==> src/design/utf16_to_utf8_transcoder_defines.svh <==
// ----------------------------------------------------------------------------
// UTF-16 to UTF-8 transcoder assertion macros
// Property macros for the blocks' checks. They are empty in synthesis.
// ----------------------------------------------------------------------------
`ifndef UTF16_TO_UTF8_TRANSCODER_DEFINES_SVH
`define UTF16_TO_UTF8_TRANSCODER_DEFINES_SVH

`ifndef SYNTHESIS
`define U2U8_ASSERT_SAME(label, clk, rst, ante, cons) \
   label: assert property (@(posedge clk) disable iff (rst) (ante) |-> (cons)) \
      else $error("assertion failed in same cycle");
`define U2U8_ASSERT_NEXT(label, clk, rst, ante, cons) \
   label: assert property (@(posedge clk) disable iff (rst) (ante) |=> (cons)) \
      else $error("assertion failed in next cycle");
`else
`define U2U8_ASSERT_SAME(label, clk, rst, ante, cons)
`define U2U8_ASSERT_NEXT(label, clk, rst, ante, cons)
`endif

`endif

==> src/design/u2u8_pkg.sv <==
// ----------------------------------------------------------------------------
// UTF-16 to UTF-8 transcoder package
// Shared constants, job types and the code point encoder.
// ----------------------------------------------------------------------------
package u2u8_pkg;

   localparam int QDepth = 4;
   localparam int QPtrW  = $clog2(QDepth);
   localparam int QCntW  = $clog2(QDepth + 1);

   localparam logic [5:0]  HighTag    = 6'b110110;
   localparam logic [5:0]  LowTag     = 6'b110111;
   localparam logic [20:0] SuppBase   = 21'h10000;
   localparam logic [20:0] Max1Byte   = 21'h7F;
   localparam logic [20:0] Max2Byte   = 21'h7FF;
   localparam logic [20:0] Max3Byte   = 21'hFFFF;
   localparam logic [7:0]  Lead2      = 8'hC0;
   localparam logic [7:0]  Lead3      = 8'hE0;
   localparam logic [7:0]  Lead4      = 8'hF0;
   localparam logic [7:0]  ContMark   = 8'h80;
   localparam logic [7:0]  ReplByte0  = 8'hEF;
   localparam logic [7:0]  ReplByte1  = 8'hBF;
   localparam logic [7:0]  ReplByte2  = 8'hBD;

   typedef struct packed {
      logic [3:0][7:0] octets;
      logic [2:0]      count;
   } enc_type;

   typedef struct packed {
      logic [5:0][7:0] octets;
      logic [2:0]      count;
   } job_type;

   function automatic enc_type encode_point(input logic [20:0] cp);
      enc_type e;
      e.octets = '0;
      if (cp <= Max1Byte) begin
         e.octets[0] = cp[7:0];
         e.count     = 3'd1;
      end else if (cp <= Max2Byte) begin
         e.octets[0] = Lead2 | {3'b000, cp[10:6]};
         e.octets[1] = ContMark | {2'b00, cp[5:0]};
         e.count     = 3'd2;
      end else if (cp <= Max3Byte) begin
         e.octets[0] = Lead3 | {4'b0000, cp[15:12]};
         e.octets[1] = ContMark | {2'b00, cp[11:6]};
         e.octets[2] = ContMark | {2'b00, cp[5:0]};
         e.count     = 3'd3;
      end else begin
         e.octets[0] = Lead4 | {5'b00000, cp[20:18]};
         e.octets[1] = ContMark | {2'b00, cp[17:12]};
         e.octets[2] = ContMark | {2'b00, cp[11:6]};
         e.octets[3] = ContMark | {2'b00, cp[5:0]};
         e.count     = 3'd4;
      end
      return e;
   endfunction

endpackage

==> src/design/u2u8_req_if.sv <==
// ----------------------------------------------------------------------------
// Code unit channel
// Valid/ready channel that carries one UTF-16 code unit per transfer.
// ----------------------------------------------------------------------------
interface u2u8_req_if;
   logic        valid;
   logic        ready;
   logic [15:0] code_unit;

   modport source (output valid, output code_unit, input ready);
   modport sink (input valid, input code_unit, output ready);
endinterface

==> src/design/u2u8_rsp_if.sv <==
// ----------------------------------------------------------------------------
// Byte channel
// Valid/ready channel that carries one UTF-8 byte and its last marker.
// ----------------------------------------------------------------------------
interface u2u8_rsp_if;
   logic       valid;
   logic       ready;
   logic [7:0] byte_out;
   logic       last_byte;

   modport source (output valid, output byte_out, output last_byte, input ready);
   modport sink (input valid, input byte_out, input last_byte, output ready);
endinterface

==> src/design/u2u8_front.sv <==
// ----------------------------------------------------------------------------
// Transcoder front end
// Accepts code units, tracks a held high surrogate and builds byte jobs.
// ----------------------------------------------------------------------------
`include "utf16_to_utf8_transcoder_defines.svh"

module u2u8_front (
   input  logic              clock,
   input  logic              reset,
   u2u8_req_if.sink          req_chan,
   input  logic              full,
   output logic              push,
   output u2u8_pkg::job_type push_job
);
   import u2u8_pkg::*;

   logic        high_pending_ff;
   logic        high_pending_in;
   logic [9:0]  high_bits_ff;
   logic [9:0]  high_bits_in;
   logic        accept;
   logic        is_high;
   logic        is_low;
   logic [15:0] unit;
   enc_type     pair_enc;
   enc_type     unit_enc;
   enc_type     tail_enc;
   job_type     job;

   assign unit    = req_chan.code_unit;
   assign is_high = (unit[15:10] == HighTag);
   assign is_low  = (unit[15:10] == LowTag);
   assign accept  = req_chan.valid && req_chan.ready;
   assign req_chan.ready = !full;

   assign pair_enc = encode_point(SuppBase + {1'b0, high_bits_ff, unit[9:0]});
   assign unit_enc = encode_point({5'b00000, unit});

   always_comb begin
      tail_enc = '0;
      if (unit == 16'h0000 || is_high) begin
         tail_enc = '0;
      end else if (is_low) begin
         tail_enc.octets[0] = ReplByte0;
         tail_enc.octets[1] = ReplByte1;
         tail_enc.octets[2] = ReplByte2;
         tail_enc.count     = 3'd3;
      end else begin
         tail_enc = unit_enc;
      end
   end

   always_comb begin
      job = '0;
      if (high_pending_ff && is_low) begin
         job.octets[3:0] = pair_enc.octets;
         job.count       = pair_enc.count;
      end else if (high_pending_ff) begin
         job.octets[0]   = ReplByte0;
         job.octets[1]   = ReplByte1;
         job.octets[2]   = ReplByte2;
         job.octets[5:3] = tail_enc.octets[2:0];
         job.count       = 3'd3 + tail_enc.count;
      end else begin
         job.octets[3:0] = tail_enc.octets;
         job.count       = tail_enc.count;
      end
   end

   assign push     = accept && (job.count != 3'd0);
   assign push_job = job;

   always_comb begin
      high_pending_in = high_pending_ff;
      high_bits_in    = high_bits_ff;
      if (accept) begin
         if (is_high && !(high_pending_ff && is_low)) begin
            high_pending_in = 1'b1;
            high_bits_in    = unit[9:0];
         end else begin
            high_pending_in = 1'b0;
            high_bits_in    = '0;
         end
      end
   end

   always_ff @(posedge clock) begin
      if (reset) begin
         high_pending_ff <= 1'b0;
         high_bits_ff    <= '0;
      end else begin
         high_pending_ff <= high_pending_in;
         high_bits_ff    <= high_bits_in;
      end
   end

   `U2U8_ASSERT_NEXT(a_high_held, clock, reset, accept && is_high, high_pending_ff)
   `U2U8_ASSERT_NEXT(a_zero_clears, clock, reset, accept && unit == 16'h0000, !high_pending_ff)
   `U2U8_ASSERT_SAME(a_pair_four, clock, reset, accept && high_pending_ff && is_low, push && job.count == 3'd4)

endmodule

==> src/design/u2u8_queue.sv <==
// ----------------------------------------------------------------------------
// Transcoder job queue
// Short first-in first-out buffer of byte jobs between front and back end.
// ----------------------------------------------------------------------------
`include "utf16_to_utf8_transcoder_defines.svh"

module u2u8_queue (
   input  logic              clock,
   input  logic              reset,
   input  logic              push,
   input  u2u8_pkg::job_type push_job,
   output logic              full,
   input  logic              pop,
   output logic              empty,
   output u2u8_pkg::job_type head
);
   import u2u8_pkg::*;

   job_type          store [QDepth];
   logic [QPtrW-1:0] wr_ptr_ff;
   logic [QPtrW-1:0] wr_ptr_in;
   logic [QPtrW-1:0] rd_ptr_ff;
   logic [QPtrW-1:0] rd_ptr_in;
   logic [QCntW-1:0] count_ff;
   logic [QCntW-1:0] count_in;

   assign full  = (count_ff == QCntW'(QDepth));
   assign empty = (count_ff == '0);
   assign head  = store[rd_ptr_ff];

   always_comb begin
      wr_ptr_in = push ? wr_ptr_ff + 1'b1 : wr_ptr_ff;
      rd_ptr_in = pop ? rd_ptr_ff + 1'b1 : rd_ptr_ff;
      count_in  = count_ff;
      if (push && !pop) begin
         count_in = count_ff + 1'b1;
      end else if (pop && !push) begin
         count_in = count_ff - 1'b1;
      end
   end

   always_ff @(posedge clock) begin
      if (push) begin
         store[wr_ptr_ff] <= push_job;
      end
   end

   always_ff @(posedge clock) begin
      if (reset) begin
         wr_ptr_ff <= '0;
         rd_ptr_ff <= '0;
         count_ff  <= '0;
      end else begin
         wr_ptr_ff <= wr_ptr_in;
         rd_ptr_ff <= rd_ptr_in;
         count_ff  <= count_in;
      end
   end

   `U2U8_ASSERT_SAME(a_no_overflow, clock, reset, push, !full)
   `U2U8_ASSERT_SAME(a_no_underflow, clock, reset, pop, !empty)
   `U2U8_ASSERT_SAME(a_count_bound, clock, reset, 1'b1, count_ff <= QCntW'(QDepth))

endmodule

==> src/design/u2u8_back.sv <==
// ----------------------------------------------------------------------------
// Transcoder back end
// Sends the bytes of the head job one per transfer through an output register.
// ----------------------------------------------------------------------------
module u2u8_back (
   input  logic              clock,
   input  logic              reset,
   input  logic              empty,
   input  u2u8_pkg::job_type head,
   output logic              pop,
   u2u8_rsp_if.source        rsp_chan
);
   import u2u8_pkg::*;

   logic [2:0] idx_ff;
   logic [2:0] idx_in;
   logic       valid_ff;
   logic       valid_in;
   logic [7:0] byte_ff;
   logic       last_ff;
   logic       out_load;
   logic       emit;
   logic       is_last;

   assign out_load = !valid_ff || rsp_chan.ready;
   assign emit     = !empty && out_load;
   assign is_last  = (idx_ff == head.count - 3'd1);
   assign pop      = emit && is_last;

   always_comb begin
      idx_in = idx_ff;
      if (pop) begin
         idx_in = '0;
      end else if (emit) begin
         idx_in = idx_ff + 3'd1;
      end
      valid_in = valid_ff;
      if (out_load) begin
         valid_in = emit;
      end
   end

   always_ff @(posedge clock) begin
      if (reset) begin
         idx_ff   <= '0;
         valid_ff <= 1'b0;
      end else begin
         idx_ff   <= idx_in;
         valid_ff <= valid_in;
      end
   end

   always_ff @(posedge clock) begin
      if (emit) begin
         byte_ff <= head.octets[idx_ff];
         last_ff <= is_last;
      end
   end

   assign rsp_chan.valid     = valid_ff;
   assign rsp_chan.byte_out  = byte_ff;
   assign rsp_chan.last_byte = last_ff;

endmodule

==> src/design/utf16_to_utf8_transcoder.sv <==
// ----------------------------------------------------------------------------
// UTF-16 to UTF-8 transcoder
// Takes one UTF-16 code unit per transfer on req_chan and sends the UTF-8
// bytes it completes, one byte per transfer, on rsp_chan. The last byte
// caused by a code unit has last_byte set. A high surrogate is held until
// the next unit; an unpaired surrogate becomes U+FFFD. A zero code unit ends
// the text and sends nothing for itself.
// The first byte of a unit passes through the job queue and then the output
// register before it is offered. The output sends one byte per cycle while
// the receiver is ready and a job waits. A unit yields one to three bytes, a
// surrogate pair four, and a broken pair up to six. Units are taken every cycle
// while the four-entry job queue has room.
// Reset clears the held surrogate, the queue and the output register.
// When the receiver stalls, the output byte holds and the queue fills; the
// input then stops taking units until space frees up.
// ----------------------------------------------------------------------------
module utf16_to_utf8_transcoder (
   input  logic       clock,
   input  logic       reset,
   u2u8_req_if.sink   req_chan,
   u2u8_rsp_if.source rsp_chan
);
   import u2u8_pkg::*;

   logic    push;
   logic    pop;
   logic    full;
   logic    empty;
   job_type push_job;
   job_type head;

   u2u8_front u_front (
      .clock    (clock),
      .reset    (reset),
      .req_chan (req_chan),
      .full     (full),
      .push     (push),
      .push_job (push_job)
   );

   u2u8_queue u_queue (
      .clock    (clock),
      .reset    (reset),
      .push     (push),
      .push_job (push_job),
      .full     (full),
      .pop      (pop),
      .empty    (empty),
      .head     (head)
   );

   u2u8_back u_back (
      .clock    (clock),
      .reset    (reset),
      .empty    (empty),
      .head     (head),
      .pop      (pop),
      .rsp_chan (rsp_chan)
   );

endmodule
==> src/flat_wrapper.sv <==
// flat-port wrapper written by rule: the top's interface ports become plain ports
module utf16_to_utf8_transcoder_flat import u2u8_pkg::*;
  (clock, reset, req_chan_valid, req_chan_code_unit, req_chan_ready, rsp_chan_valid, rsp_chan_byte_out, rsp_chan_last_byte, rsp_chan_ready);
  u2u8_req_if req_chan_i ();
  u2u8_rsp_if rsp_chan_i ();
  input  logic clock;
  input  logic reset;
  input wire logic [$bits(req_chan_i.valid)-1:0] req_chan_valid;
  input wire logic [$bits(req_chan_i.code_unit)-1:0] req_chan_code_unit;
  output wire logic [$bits(req_chan_i.ready)-1:0] req_chan_ready;
  output wire logic [$bits(rsp_chan_i.valid)-1:0] rsp_chan_valid;
  output wire logic [$bits(rsp_chan_i.byte_out)-1:0] rsp_chan_byte_out;
  output wire logic [$bits(rsp_chan_i.last_byte)-1:0] rsp_chan_last_byte;
  input wire logic [$bits(rsp_chan_i.ready)-1:0] rsp_chan_ready;
  assign req_chan_i.valid = req_chan_valid;
  assign req_chan_i.code_unit = req_chan_code_unit;
  assign req_chan_ready = req_chan_i.ready;
  assign rsp_chan_valid = rsp_chan_i.valid;
  assign rsp_chan_byte_out = rsp_chan_i.byte_out;
  assign rsp_chan_last_byte = rsp_chan_i.last_byte;
  assign rsp_chan_i.ready = rsp_chan_ready;
  utf16_to_utf8_transcoder u_core (.clock(clock), .reset(reset), .req_chan(req_chan_i), .rsp_chan(rsp_chan_i));
endmodule
==> config.mk <==
export PLATFORM = sky130hd
export DESIGN_NAME = utf16_to_utf8_transcoder_flat
export DESIGN_NICKNAME = d
export VERILOG_FILES = /design/src/design/u2u8_pkg.sv /design/src/design/u2u8_req_if.sv /design/src/design/u2u8_rsp_if.sv /design/src/design/u2u8_front.sv /design/src/design/u2u8_queue.sv /design/src/design/u2u8_back.sv /design/src/design/utf16_to_utf8_transcoder.sv /design/src/flat_wrapper.sv
export VERILOG_INCLUDE_DIRS = /design/src /design/src/design
export SDC_FILE = /design/constraint.sdc
export NUM_CORES = 1
export LEC_CHECK = 0
export ABC_AREA = 1
export BUFFER_PORTS_ARGS = -buffer_cell sky130_fd_sc_hd__buf_2
export CORE_ASPECT_RATIO = 0.8
export CORE_MARGIN = 2
export CORE_UTILIZATION = 67
export DETAILED_ROUTE_END_ITERATION = 7
export PLACE_DENSITY = 0.95
export SYNTH_ARGS = -nofsm -noshare
export SYNTH_HDL_FRONTEND = slang
export SYNTH_SLANG_ARGS = --single-unit
==> constraint.sdc <==
create_clock -name clock -period 8.4 [get_ports clock]
set_input_delay 1.26 -clock clock [delete_from_list [all_inputs] [get_ports clock]]
set_output_delay 1.26 -clock clock [all_outputs]
set_load 0.05 [all_outputs]
# ---- Word-level counts from Yosys, hierarchy flattened
# Memory sizes are Yosys's and may differ from the RTL's. A register that Yosys moved wholly into a read port is not among the register bits.
# Index checks and enable logic that the tools add are counted.
dict set report op_classes {
  n_addsub 8
  magnitude_cmp 6
  eq_ne 4
  mux 27
  n_reduce_logical 21
}
# op count
set op_table {}
lappend op_table {{35-bit two-way mux} 3}
lappend op_table {{16-bit two-way mux} 4}
lappend op_table {{8-bit two-way mux} 4}
lappend op_table {{27-bit two-way mux} 1}
lappend op_table {{25-bit two-way mux} 1}
lappend op_table {{8-bit binary-select mux with 3-bit select} 1}
lappend op_table {{24-bit two-way mux} 1}
lappend op_table {{11-bit two-way mux} 2}
lappend op_table {{17-bit by 20-bit adder with 21-bit output, first input constant} 1}
lappend op_table {{21-bit by 11-bit <= comparator with 1-bit output, second input constant} 1}
lappend op_table {{21-bit by 16-bit <= comparator with 1-bit output, second input constant} 1}
lappend op_table {{21-bit by 7-bit <= comparator with 1-bit output, second input constant} 1}
lappend op_table {{19-bit two-way mux} 1}
lappend op_table {{17-bit two-way mux} 1}
lappend op_table {{16-bit by 11-bit <= comparator with 1-bit output, second input constant} 1}
lappend op_table {{16-bit by 7-bit <= comparator with 1-bit output, second input constant} 1}
lappend op_table {{16-bit logical NOT} 1}
lappend op_table {{6-bit equality test, second input constant} 2}
lappend op_table {{10-bit two-way mux} 1}
lappend op_table {{1-bit logical AND} 8}
lappend op_table {{3-bit by 1-bit adder with 3-bit output, second input constant} 2}
lappend op_table {{1-bit logical NOT} 6}
lappend op_table {{3-bit two-way mux} 2}
lappend op_table {{3-bit by 1-bit subtractor with 3-bit output, second input constant} 2}
lappend op_table {{other kinds (12)} 17}
dict set report totals {
  ff_bits 31
  mem_bits_rw 204
  in_bits 20
  output_inout_bits 11
  word_cells 76
  mem_count 1
}
# name depth word_bits read_ports rd_ports_with_merged_regs wr line_no
set memory_table {}
lappend memory_table {u_core.u_queue.store 4 51 1 1 1 u2u8_queue.sv:19} ;# job_type store [QDepth];

# ---- Logic depth before layout (Yosys ltp)
# Gate-level depths: netlist of the first run.
dict set report depth {
  depth_word 14
  mapped_depth 24
  depth_no_buf 23
}

# ---- By module
# A second synthesis of the first run with hierarchy kept.
dict set report hier_totals {
  cells_unflattened 1043
  hier_area_um2 10976.8
}
# module n_inst cells_each area_per_inst_um2 seq_area_each_um2
set modules_own_cells {}
lappend modules_own_cells {u2u8_queue 1 551 8037.7 6306.0}
lappend modules_own_cells {u2u8_front 1 352 1930.6 220.2}
lappend modules_own_cells {u2u8_back 1 140 1008.5 350.3}

# ---- Worst setup path before layout of the first run
# No wires, ideal clock.
dict set report synth_timing {
  kind {input port to flip-flop}
  start {in req_chan_code_unit[9]}
  end {mem u_core.u_queue.store[0][0] (netlist name) (enable)}
  setup_time_ns 0.451
  t_arrival_ns 4.834
  required_time_ns 7.949
  path_slack_ns 3.114
  stages 14
  n_path_buf 1
  cell_sequence {buf_2 > nor2_2 > nand2_1 > nor2_2 > nand2_2 > nand2_1 > nand2_2 > ha_1 > or2_2 > nand2_2 > nor2_2 > nand2_2 > nand2_2 > nor2_1}
}
# element line_no
set synth_lines {}
lappend synth_lines {{from (decl)} flat_wrapper.sv:9} ;# input wire logic [$bits(req_chan_i.code_unit)-1:0] req_chan_code_unit;
lappend synth_lines {{to (decl)} u2u8_queue.sv:19}

==> results by group, run 1 <==
Clock tree
  • CTS resizes: 0
  • TritonCTS clock tree: built
  • Hold-fix buffers, CTS: 0
  • Post-CTS setup buffer count: 0
  • Clock latency on the worst-skew pair: 0.50 ns
  • Clock Path Buffers: 3
  • Clock tree root buffer cell: clkbuf_16
  • H-Tree Level Count: 1
  • Clock transition at path regs: 0.06 ns
  • TritonCTS buffer count: 21
  • Sink Count: 221

STA
  • Final number of max-transition violations: 0
  • Final Hold Fails: 0
  • Slew margin rel.: 38.61%
  • Setup TNS: 0 ns
  • Maximum clock frequency: 0.2287 GHz
  • Clock skew: 0.01321 ns
  • Fin crit share: 52.05%
  • # setup viols final: 0
  • Post-route setup slack: 4.028 ns
  • Final Critical Period: 4.372 ns
  • Worst Max-Slew Pin Slew: 0.9208 ns
  • RSZ-0062 raised after global routing: false

Finish
  • Diodes inserted: 0
  • Nets: 995
  • Non-filler cells, final: 1167
  • Share of cells above drive strength 1: 12.27%
  • P&R area growth vs syn: 9.852%
  • Post-route cell area: 11050 um2

Yosys
  • Mapped Nets: 976
  • Syn avg cell area: 10.64 um2
  • Ys flop type: edfxtp_1
  • Post-Synthesis Cells: 945
  • Post-synth EDFFs: 197
  • Sequential cell area fraction in the yosys report: 63.59%
  • #FFs+latches synth: 221
  • Syn. warnings: 0
  • Synth cell types: 46
  • FFs w/ async S/R, synth: 0%
  • Mapped Area: 10060 um2

Placed design
  • Post-Place Cells: 1130
  • DP HPWL: 16580 um
  • IO Port Bufs: 30
  • Cell Area, Placed: 10380 um2
  • Dpl ws: 3.655 ns
  • Gpl congestion: 1.001

Floorplanning
  • Placeable Area: 14860 um2
  • Site Rows: 40
  • Die area: 16010 um2
  • Die Span X: 141.0 um
  • Die height: 113.6 um
  • Starting Density: 67.67%
  • Num ports: 31

Setup path
  • Arrival time at the worst endpoint: 4.53 ns
  • CP startpoint kind: input pin
  • Setup CP Type: input pin to flop
  • Crit path required time: 8.56 ns
  • Crit end category: flop
  • Critical Path Fanout Max: 24

Route
  • Antenna Violating Nets Remaining: 0
  • Post-route DRC violation count: 0
  • Vias: 7753
  • Avg WL per Cell: 22.35 um
  • Final WL: 26080 um
  • Initial drt markers: 1220
  • DRT Pass-1 Iters: 6
  • Vias per cell: 6.644

Global route
  • Global-route usage over all layers: 32.58%
  • First-pass GRT wire length: 39900 um
  • Vias in the first global route: 7311
  • Overflow after GRT: 0
  • Initial antenna violation count: 0
  • Largest net degree at the start of global routing: 96

Power
  • Pwr per Cell Area: 284.3 nW/um2
  • Static leakage: 3.953 nW
  • Worst vdd ir: 232.5 uV

Outcome
  • Outcome: finished, final reports clean

Run
  • MaxCap Viol Count: 0

Min path
  • HP Class: flop to flop
==> flip-flops by register name, indices dropped and copies added (netlist names), named ones only <==
signal	cells
u_core.u_queue.rd_ptr_ff	2
u_core.u_queue.count_ff	3
u_core.u_queue.store	188
u_core.u_front.high_bits_ff	10
u_core.u_back.rsp_chan.byte_out	8
u_core.u_back.idx_ff	3
u_core.u_back.rsp_chan.last_byte	1
u_core.u_front.high_pending_ff	1
u_core.u_queue.wr_ptr_ff	2
u_core.u_back.rsp_chan.valid	1
==> per-stage QoR <==
step           utilization [%]  total power [mW]  hold WS, ns
2_1_floorplan                -             1.962       0.4359
3_3_place_gp             69.82             2.152       0.4522
3_5_place_dp             69.82             2.198       0.4614
4_1_cts                  74.34             3.130       0.4676
5_1_grt                  74.34             3.258       0.4906
6_report                 74.34             3.141       0.4700
==> final cells by class <==
| cell class | count | area [um2] |
|---|---|---|
| clock buffers | 27 | 548.0 |
| clock inverters | 10 | 122.6 |
| fillers | 909 | 3815 |
| inverters | 65 | 244.0 |
| multi-input cells | 615 | 3276 |
| flip-flops and latches | 221 | 6397 |
| well taps | 189 | 236.5 |
| repair buffers | 40 | 225.2 |
==> Yosys cell counts (2+ instances only) <==
cell type | instances | area share [%]
a22oi_1 | 3 | 0.22
a21oi_1 | 49 | 2.4
o21ai_0 | 110 | 5.5
clkbuf_1 | 37 | 1.4
xor2_1 | 2 | 0.17
dfxtp_1 | 24 | 4.8
inv_2 | 8 | 0.30
nand2_2 | 13 | 0.81
o221ai_1 | 36 | 3.1
nand3_2 | 3 | 0.30
nand2_1 | 127 | 4.7
nor2_4 | 2 | 0.22
a31oi_1 | 2 | 0.12
buf_2 | 6 | 0.30
inv_1 | 54 | 2.0
nand2_4 | 3 | 0.34
nand4_1 | 8 | 0.50
nor2_2 | 12 | 0.75
a221oi_1 | 2 | 0.17
edfxtp_1 | 197 | 59
nor2_1 | 140 | 5.2
o21ai_1 | 2 | 0.10
ha_1 | 10 | 1.2
nand3_1 | 29 | 1.4
o22ai_1 | 24 | 1.5
nand3b_1 | 2 | 0.15
clkinv_1 | 3 | 0.11
o2111ai_1 | 2 | 0.17
o211ai_1 | 18 | 1.3
==> final timing paths <==
path | from | slack, ns | cells past startpoint | endpoint
setup reg to reg | flop | 4.53 | 16 | u_core.u_queue.count_ff[1]
setup / recovery | req_chan_code_unit[15] | 4.03 | 14 | u_core.u_queue.store[1][3]
hold / removal | u_core.u_queue.rd_ptr_ff[1] | 0.47 | 2 | u_core.u_queue.rd_ptr_ff[1]
hold reg to reg | u_core.u_queue.rd_ptr_ff[1] | 0.47 | 2 | u_core.u_queue.rd_ptr_ff[1]
==> worst max-delay path: stages <==
cell      delay, ns
buf_2          0.11
nor2_1         0.04
nand3_1        0.24
clkinv_1       0.36
nand2_1        0.31
nand2_2        0.10
ha_1           0.19
or2_2          0.30
nand2_2        0.12
nor2_2         0.05
nand2_2        0.11
nand2_2        0.18
nor2_4         0.65
buf_4          0.48
==> logic make-up (layout without fill, tap and decap cells) <==
group	after synthesis	after routing	synth area share [%]
buf+inv	109	142	4.142
xor+xnor	3	3	0.2613
flops	221	221	63.59
simple gates	347	347	15.30
compound gates	254	254	15.26
fa+ha+maj	11	11	1.443
==> power breakdown <==
group	internal, mW	switching, mW
registers	1.35	0.0585
clock network	0.552	0.381
logic	0.197	0.601
total	2.10	1.04
==> layer usage <==
metal | global-route usage [%] | wire length, um
met5 | 0 | 0
met4 | 11.73 | 855
met3 | 7.976 | 3297
met2 | 50.86 | 12090
met1 | 45.58 | 9839
==> layout by cell type, fill, tap and decap left out, types with 2 or more instances in the layout <==
cell type / n
o21ai_0: 110
nor2_1: 136
nor2_2: 12
edfxtp_1: 197
a221oi_1: 2
nand3b_1: 2
nand2_1: 127
xor2_1: 2
buf_4: 10
nand4_1: 8
nand2_4: 3
inv_2: 9
bufinv_16: 3
ha_1: 10
o211ai_1: 18
a31oi_1: 2
clkbuf_1: 6
dfxtp_1: 23
clkinv_1: 8
clkbuf_16: 21
buf_2: 30
nor2_4: 6
a21oi_1: 49
nand2_2: 13
nand3_1: 29
inv_1: 53
o22ai_1: 24
a22oi_1: 3
o221ai_1: 36
o2111ai_1: 2
o21ai_1: 2
nand3_2: 3
Note: power is estimated with default switching activity, not from simulation.
==> run 2, diff against run 1 <==
CORE_UTILIZATION = 62   (was 67)
PLACE_DENSITY = 0.89   (was 0.95)
clock period = 4.2 ns   (was 8.4 ns; I/O delays follow)
==> run 2 against run 1 <==
  * Wire length grew 0.71%
  * Critical path depth grew 5
  * Count of clock-buffer cells in the layout grew 3
  * Critical endpoint is now u_core.u_queue.count_ff[1]
  * Largest cell class unchanged
==> results by group, run 2 (synthesis results as in run 1) <==
STA
  • Slew margin rel.: 49.16%
  • Clock skew: 0.01555 ns
  • Setup TNS: 0 ns
  • # setup viols final: 0
  • Final Hold Fails: 0
  • Worst Max-Slew Pin Slew: 0.7547 ns
  • Fin crit share: 81.54%
  • RSZ-0062 raised after global routing: false
  • Final Critical Period: 3.425 ns
  • Maximum clock frequency: 0.2920 GHz
  • Final number of max-transition violations: 0

Finish
  • Area of the multi-input gates: 3276 um2
  • Seq. cell area: 6397 um2
  • P&R area growth vs syn: 10.83%
  • Largest Register: u_core.u_queue.store
  • Max FFs per register: 188
  • Final Util: 70.56%
  • Nets: 1003
  • Share of cells above drive strength 1: 13.37%
  • Fillers: 1145
  • Commonest non-fill, non-tap cell in the layout: edfxtp_1
  • Diodes inserted: 0
  • Most frequent cells in the layout: 197 x edfxtp_1, 136 x nor2_1, 127 x nand2_1

Power
  • Clock power frac: 28.6%
  • Power Total: 6.189 mW
  • Comb pwr share: 25.7%
  • Register share of total power: 45.7%
  • Net Sw Frac: 33.77%
  • Pwr per Cell Area: 555.1 nW/um2
  • Static leakage: 3.985 nW
  • P_sw: 2.090 mW
  • Worst vdd ir: 331.1 uV
  • Pint: 4.099 mW

Route
  • Vias: 7741
  • DRT Pass-1 Iters: 6
  • Avg WL per Cell: 21.85 um
  • Initial drt markers: 1333
  • Post-route DRC violation count: 0
  • Vias per cell: 6.440
  • Antenna Violating Nets Remaining: 0
  • Final WL: 26270 um

Setup path
  • CP startpoint kind: flop
  • Reg2reg path depth: 19
  • CP startpoint: u_core.u_front.high_bits_ff[6]
  • R2r startpoint: u_core.u_front.high_bits_ff[6]
  • Arrival time at the worst endpoint: 3.82 ns
  • Critical Path Fanout Max: 16
  • Setup CP Type: flop to flop
  • Crit end category: flop
  • Crit path required time: 4.59 ns

Placed design
  • IO Port Bufs: 30
  • DP HPWL: 16940 um
  • Gpl congestion: 1.010

Global route
  • Vias in the first global route: 7203
  • Largest net degree at the start of global routing: 57
  • Overflow after GRT: 0
  • Initial antenna violation count: 0
  • First-pass GRT wire length: 40970 um
  • Global-route usage over all layers: 30.59%

Floorplanning
  • Placeable Area: 15800 um2
  • Die height: 117.9 um
  • Starting Density: 63.66%
  • Die Span X: 146.4 um
  • Num ports: 31
  • Site Rows: 41
  • Die area: 17260 um2

Clock tree
  • H-Tree Level Count: 1
  • Clock Path Buffers: 3
  • Clock tree root buffer cell: clkbuf_16
  • Hold-fix buffers, CTS: 0
  • CTS resizes: 0
  • Clock latency on the worst-skew pair: 0.51 ns
  • TritonCTS buffer count: 21
  • Clock transition at path regs: 0.06 ns
  • Sink Count: 221
  • Post-CTS setup buffer count: 0
  • TritonCTS clock tree: built

Min path
  • Hold path cells: 3
  • HP Class: input pin to flop
  • Hold path start: req_chan_code_unit[2]

Outcome
  • Outcome: finished, final reports clean

Run
  • MaxCap Viol Count: 0
run 2: worst paths after layout:
path                                          to  slack, ns
setup / recovery      u_core.u_queue.count_ff[1]       0.78
hold / removal    u_core.u_front.high_bits_ff[2]       0.46
hold reg to reg      u_core.u_queue.rd_ptr_ff[1]       0.48
setup reg to reg      u_core.u_queue.count_ff[1]       0.78
run 2: critical path: stages (launching register included):
cell and delay [ns]:
dfxtp_1 0.55, ha_1 0.25, nand2_1 0.07, nand2_2 0.15, nand3_2 0.11, nor2_2 0.11
nand3_1 0.12, nand2_4 0.16, nor2_8 0.07, nand2_4 0.19, nand2_2 0.12, nor2_2 0.11
nand2_2 0.11, nand2_2 0.23, inv_1 0.08, ha_1 0.18, inv_1 0.09, fa_1 0.41
o21ai_0 0.15, a21oi_1 0.05
run 2: through the flow:
stage / hold WS, ns / std cells / cell area [um2] / setup WS, ns
CTS: 0.4574 / 1202 / 11150 / 0.8111
finish: 0.4622 / 1202 / 11150 / 0.7752
detailed placement: 0.4740 / 1164 / 10510 / 0.3736
global route: 0.4577 / 1202 / 11150 / 0.4040
global placement: 0.4498 / 1164 / 10510 / 0.5296
floorplan: 0.4359 / 945 / 10060 / -0.4557
run 2: layer usage:
metal  share of wire [%]  GRT usage [%]  vias up
li1                    -              -     3455
met1                  39          45.26     3636
met2                  46          46.85      580
met3                  12          5.891       70
met4                 2.6          8.617        0
met5                   0              0        -
run 2: final cells by class:
cell class / instances / area share [%]
clock buffer: 30 / 5.286
timing repair buffer: 48 / 2.896
sequential: 221 / 57.38
multi-input combinational: 615 / 29.38
inverter: 65 / 2.189
tap: 215 / 2.413
clock inverter: 8 / 0.4489
run 2: power by group through the flow:
stage	logic, mW	clock network [mW]	registers [mW]
6_report	1.59	1.77	2.83
5_1_grt	1.74	1.87	2.85
4_1_cts	1.57	1.78	2.82
3_5_place_dp	1.56	0	2.87
3_3_place_gp	1.50	0	2.85
2_1_floorplan	0.929	0	3.00
==> run 3, diff against run 2 <==
ABC_AREA = 0   (was 1)
CORE_UTILIZATION = 56   (was 62)
PLACE_DENSITY = 0.86   (was 0.89)
clock period = 3.1 ns   (was 4.2 ns; I/O delays follow)
==> run 3 against run 2 <==
  * Synthesized cell count fell by 30%
  * Critical path depth down 6
  * Clock skew is 0.00056 ns lower
  * Sequential share of layout area decreased by 2.1 points
  * Largest power group unchanged
  * Critical endpoint is now u_core.u_queue.count_ff[2]
  * Non-clock buffer count increased by 67
  * Sequential power increased by 36%
==> results by group, run 3 <==
Floorplanning
  • Placeable Area: 17380 um2
  • Die Span X: 152.9 um
  • Starting Density: 57.15%
  • Die height: 123.1 um
  • Die area: 18820 um2
  • Site Rows: 43
  • Num ports: 31

Power
  • Pint: 5.841 mW
  • Clock power frac: 30.0%
  • Comb pwr share: 23.8%
  • Worst vdd ir: 771.3 uV
  • Power Total: 8.318 mW
  • P_sw: 2.476 mW
  • Pwr per Cell Area: 717.8 nW/um2
  • Register share of total power: 46.2%
  • Static leakage: 3.942 nW
  • Net Sw Frac: 29.77%

Yosys
  • Post-synth top cells: 197 x edfxtp_1, 54 x mux4_2, 45 x nor2_1
  • Area contributors post-synth: edfxtp_1 60%, mux4_2 12%, dfxtp_1 4.8%
  • Yosys top cell area share: 59.57%
  • Sequential cell area fraction in the yosys report: 64.41%
  • Syn avg cell area: 15.02 um2
  • Most instantiated library cell after synthesis: edfxtp_1
  • #FFs+latches synth: 221
  • Synth cell types: 66
  • Post-Synthesis Cells: 661
  • Largest area contributor in the netlist: edfxtp_1
  • Mapped Nets: 692
  • Mapped Area: 9931 um2
  • Ys flop type: edfxtp_1
  • Syn. warnings: 0
  • FFs w/ async S/R, synth: 0%
  • Post-synth EDFFs: 197

Finish
  • Largest Register: u_core.u_queue.store
  • Final Util: 66.68%
  • Max FFs per register: 188
  • Nets: 784
  • Post-route cell area: 11590 um2
  • Commonest non-fill, non-tap cell in the layout: edfxtp_1
  • P&R area growth vs syn: 16.68%
  • Fillers: 1143
  • Diodes inserted: 0
  • Share of cells above drive strength 1: 28.61%
  • Most frequent cells in the layout: 197 x edfxtp_1, 78 x buf_4, 54 x mux4_2

STA
  • Final Critical Period: 2.908 ns
  • Post-route setup slack: 0.1919 ns
  • Final number of max-transition violations: 0
  • Maximum clock frequency: 0.3439 GHz
  • # setup viols final: 0
  • Setup TNS: 0 ns
  • Worst Max-Slew Pin Slew: 0.8985 ns
  • Final Hold Fails: 0
  • RSZ-0062 raised after global routing: false
  • Clock skew: 0.01499 ns
  • Fin crit share: 93.81%
  • Slew margin rel.: 40.10%

Placed design
  • Cell Area, Placed: 10910 um2
  • Gpl congestion: 1.023
  • DP HPWL: 17640 um
  • IO Port Bufs: 30
  • Dpl ws: -0.3087 ns

Setup path
  • Critical Path Fanout Max: 4
  • CP startpoint kind: flop
  • Setup CP Type: flop to flop
  • Crit path required time: 3.54 ns
  • Crit end category: flop
  • Arrival time at the worst endpoint: 3.35 ns

Route
  • Post-route DRC violation count: 0
  • Vias: 6525
  • Initial drt markers: 760
  • Final WL: 26650 um
  • Avg WL per Cell: 26.81 um
  • DRT Pass-1 Iters: 6
  • Vias per cell: 6.564
  • Antenna Violating Nets Remaining: 0

Clock tree
  • H-Tree Level Count: 1
  • Sink Count: 221
  • Clock latency on the worst-skew pair: 0.52 ns
  • TritonCTS buffer count: 22
  • Clock transition at path regs: 0.06 ns
  • Clock Path Buffers: 3
  • Hold-fix buffers, CTS: 0
  • TritonCTS clock tree: built
  • Clock tree root buffer cell: clkbuf_16
  • Post-CTS setup buffer count: 0

Global route
  • Initial antenna violation count: 1
  • Largest net degree at the start of global routing: 45
  • Global-route usage over all layers: 29.04%
  • First-pass GRT wire length: 40570 um
  • Vias in the first global route: 6611
  • Overflow after GRT: 0

Outcome
  • Outcome: finished, final reports clean

Min path
  • HP Class: input pin to flop
  • Hold path start: rsp_chan_ready

Run
  • MaxCap Viol Count: 0
## run 3: changes by cell type after synthesis, moves of 13 or more
| cell | delta |
|---|---|
| o21ai_0 | -96 |
| nand2_1 | -95 |
| nor2_1 | -95 |
| mux4_2 | +54 |
| o221ai_1 | -33 |
| inv_1 | -31 |
| nor3_1 | +22 |
| o22ai_1 | -16 |
| clkbuf_1 | -14 |
| o211ai_1 | -14 |
| a21oi_1 | -13 |
| nand2_2 | -13 |
## run 3: cell type report
class / count / area [um2] / share of cell area [%]
clock buffer: 28 / 593.1 / 5.118
multi-input combinational: 370 / 3276 / 28.27
inverter: 23 / 86.33 / 0.7451
clock inverter: 12 / 73.82 / 0.6371
sequential: 221 / 6401 / 55.24
tap: 225 / 281.5 / 2.430
timing repair buffer: 115 / 875.8 / 7.559
## run 3: path summary, 6_finish.rpt
kind                                                     end  slack, ns  cells past startpoint
worst min register to register  u_core.u_back.rsp_chan.valid       0.48                      2
worst min-delay path            u_core.u_back.rsp_chan.valid       0.22                      4
worst max-delay path              u_core.u_queue.count_ff[2]       0.19                     13
worst max register to register    u_core.u_queue.count_ff[2]       0.19                     13
## run 3: worst max-delay path: stages, from the launching register on
cell,delay (ns)
dfxtp_4,0.38
mux4_2,0.55
inv_1,0.08
ha_1,0.16
xnor2_1,0.17
xnor2_2,0.19
nor4b_4,0.08
inv_1,0.12
ha_4,0.15
inv_2,0.03
fa_2,0.32
xor2_1,0.17
or3_1,0.31
a21oi_1,0.12
## run 3: repair_timing
item | 4_1_cts | 5_1_grt
hold endpoints to repair | 0 | 0
endpoints found under the setup margin | 0 | 1
gates resized for setup | 0 | 2
## run 3: cells by family (layout without fill, tap and decap cells)
family | Yosys count | after routing | share of synthesized area (%)
DFF | 221 | 221 | 64.41
muxes | 66 | 66 | 13.46
buffers and inverters | 70 | 178 | 3.087
AOI/OAI and AO/OA | 119 | 119 | 8.202
and+or+nand+nor | 162 | 162 | 8.328
adders and majority gates | 11 | 11 | 1.462
xor gates and xnor gates | 12 | 12 | 1.058
## run 3: metal layers
metal  part of all wire [%]  global-route usage [%]  vias up
met5                  0.045                       0        -
met4                    2.5                   7.407        2
met3                     10                   7.606       70
met2                     47                   47.23      392
met1                     40                   39.96     3270
li1                       -                       -     2791
## run 3: power groups by stage
stage,logic [mW],registers (mW),clock network [mW]
2_1_floorplan,1.15,4.07,0
3_3_place_gp,1.90,3.85,0
3_5_place_dp,1.96,3.89,0
4_1_cts,1.98,3.84,2.53
5_1_grt,2.11,3.87,2.63
6_report,1.98,3.84,2.49
## run 3: metrics by stage
stage          cells  hold WS, ns
3_5_place_dp     954       0.4684
2_1_floorplan    661       0.4623
5_1_grt          994       0.2414
3_3_place_gp     954       0.4569
6_report         994       0.2219
4_1_cts          994       0.2173
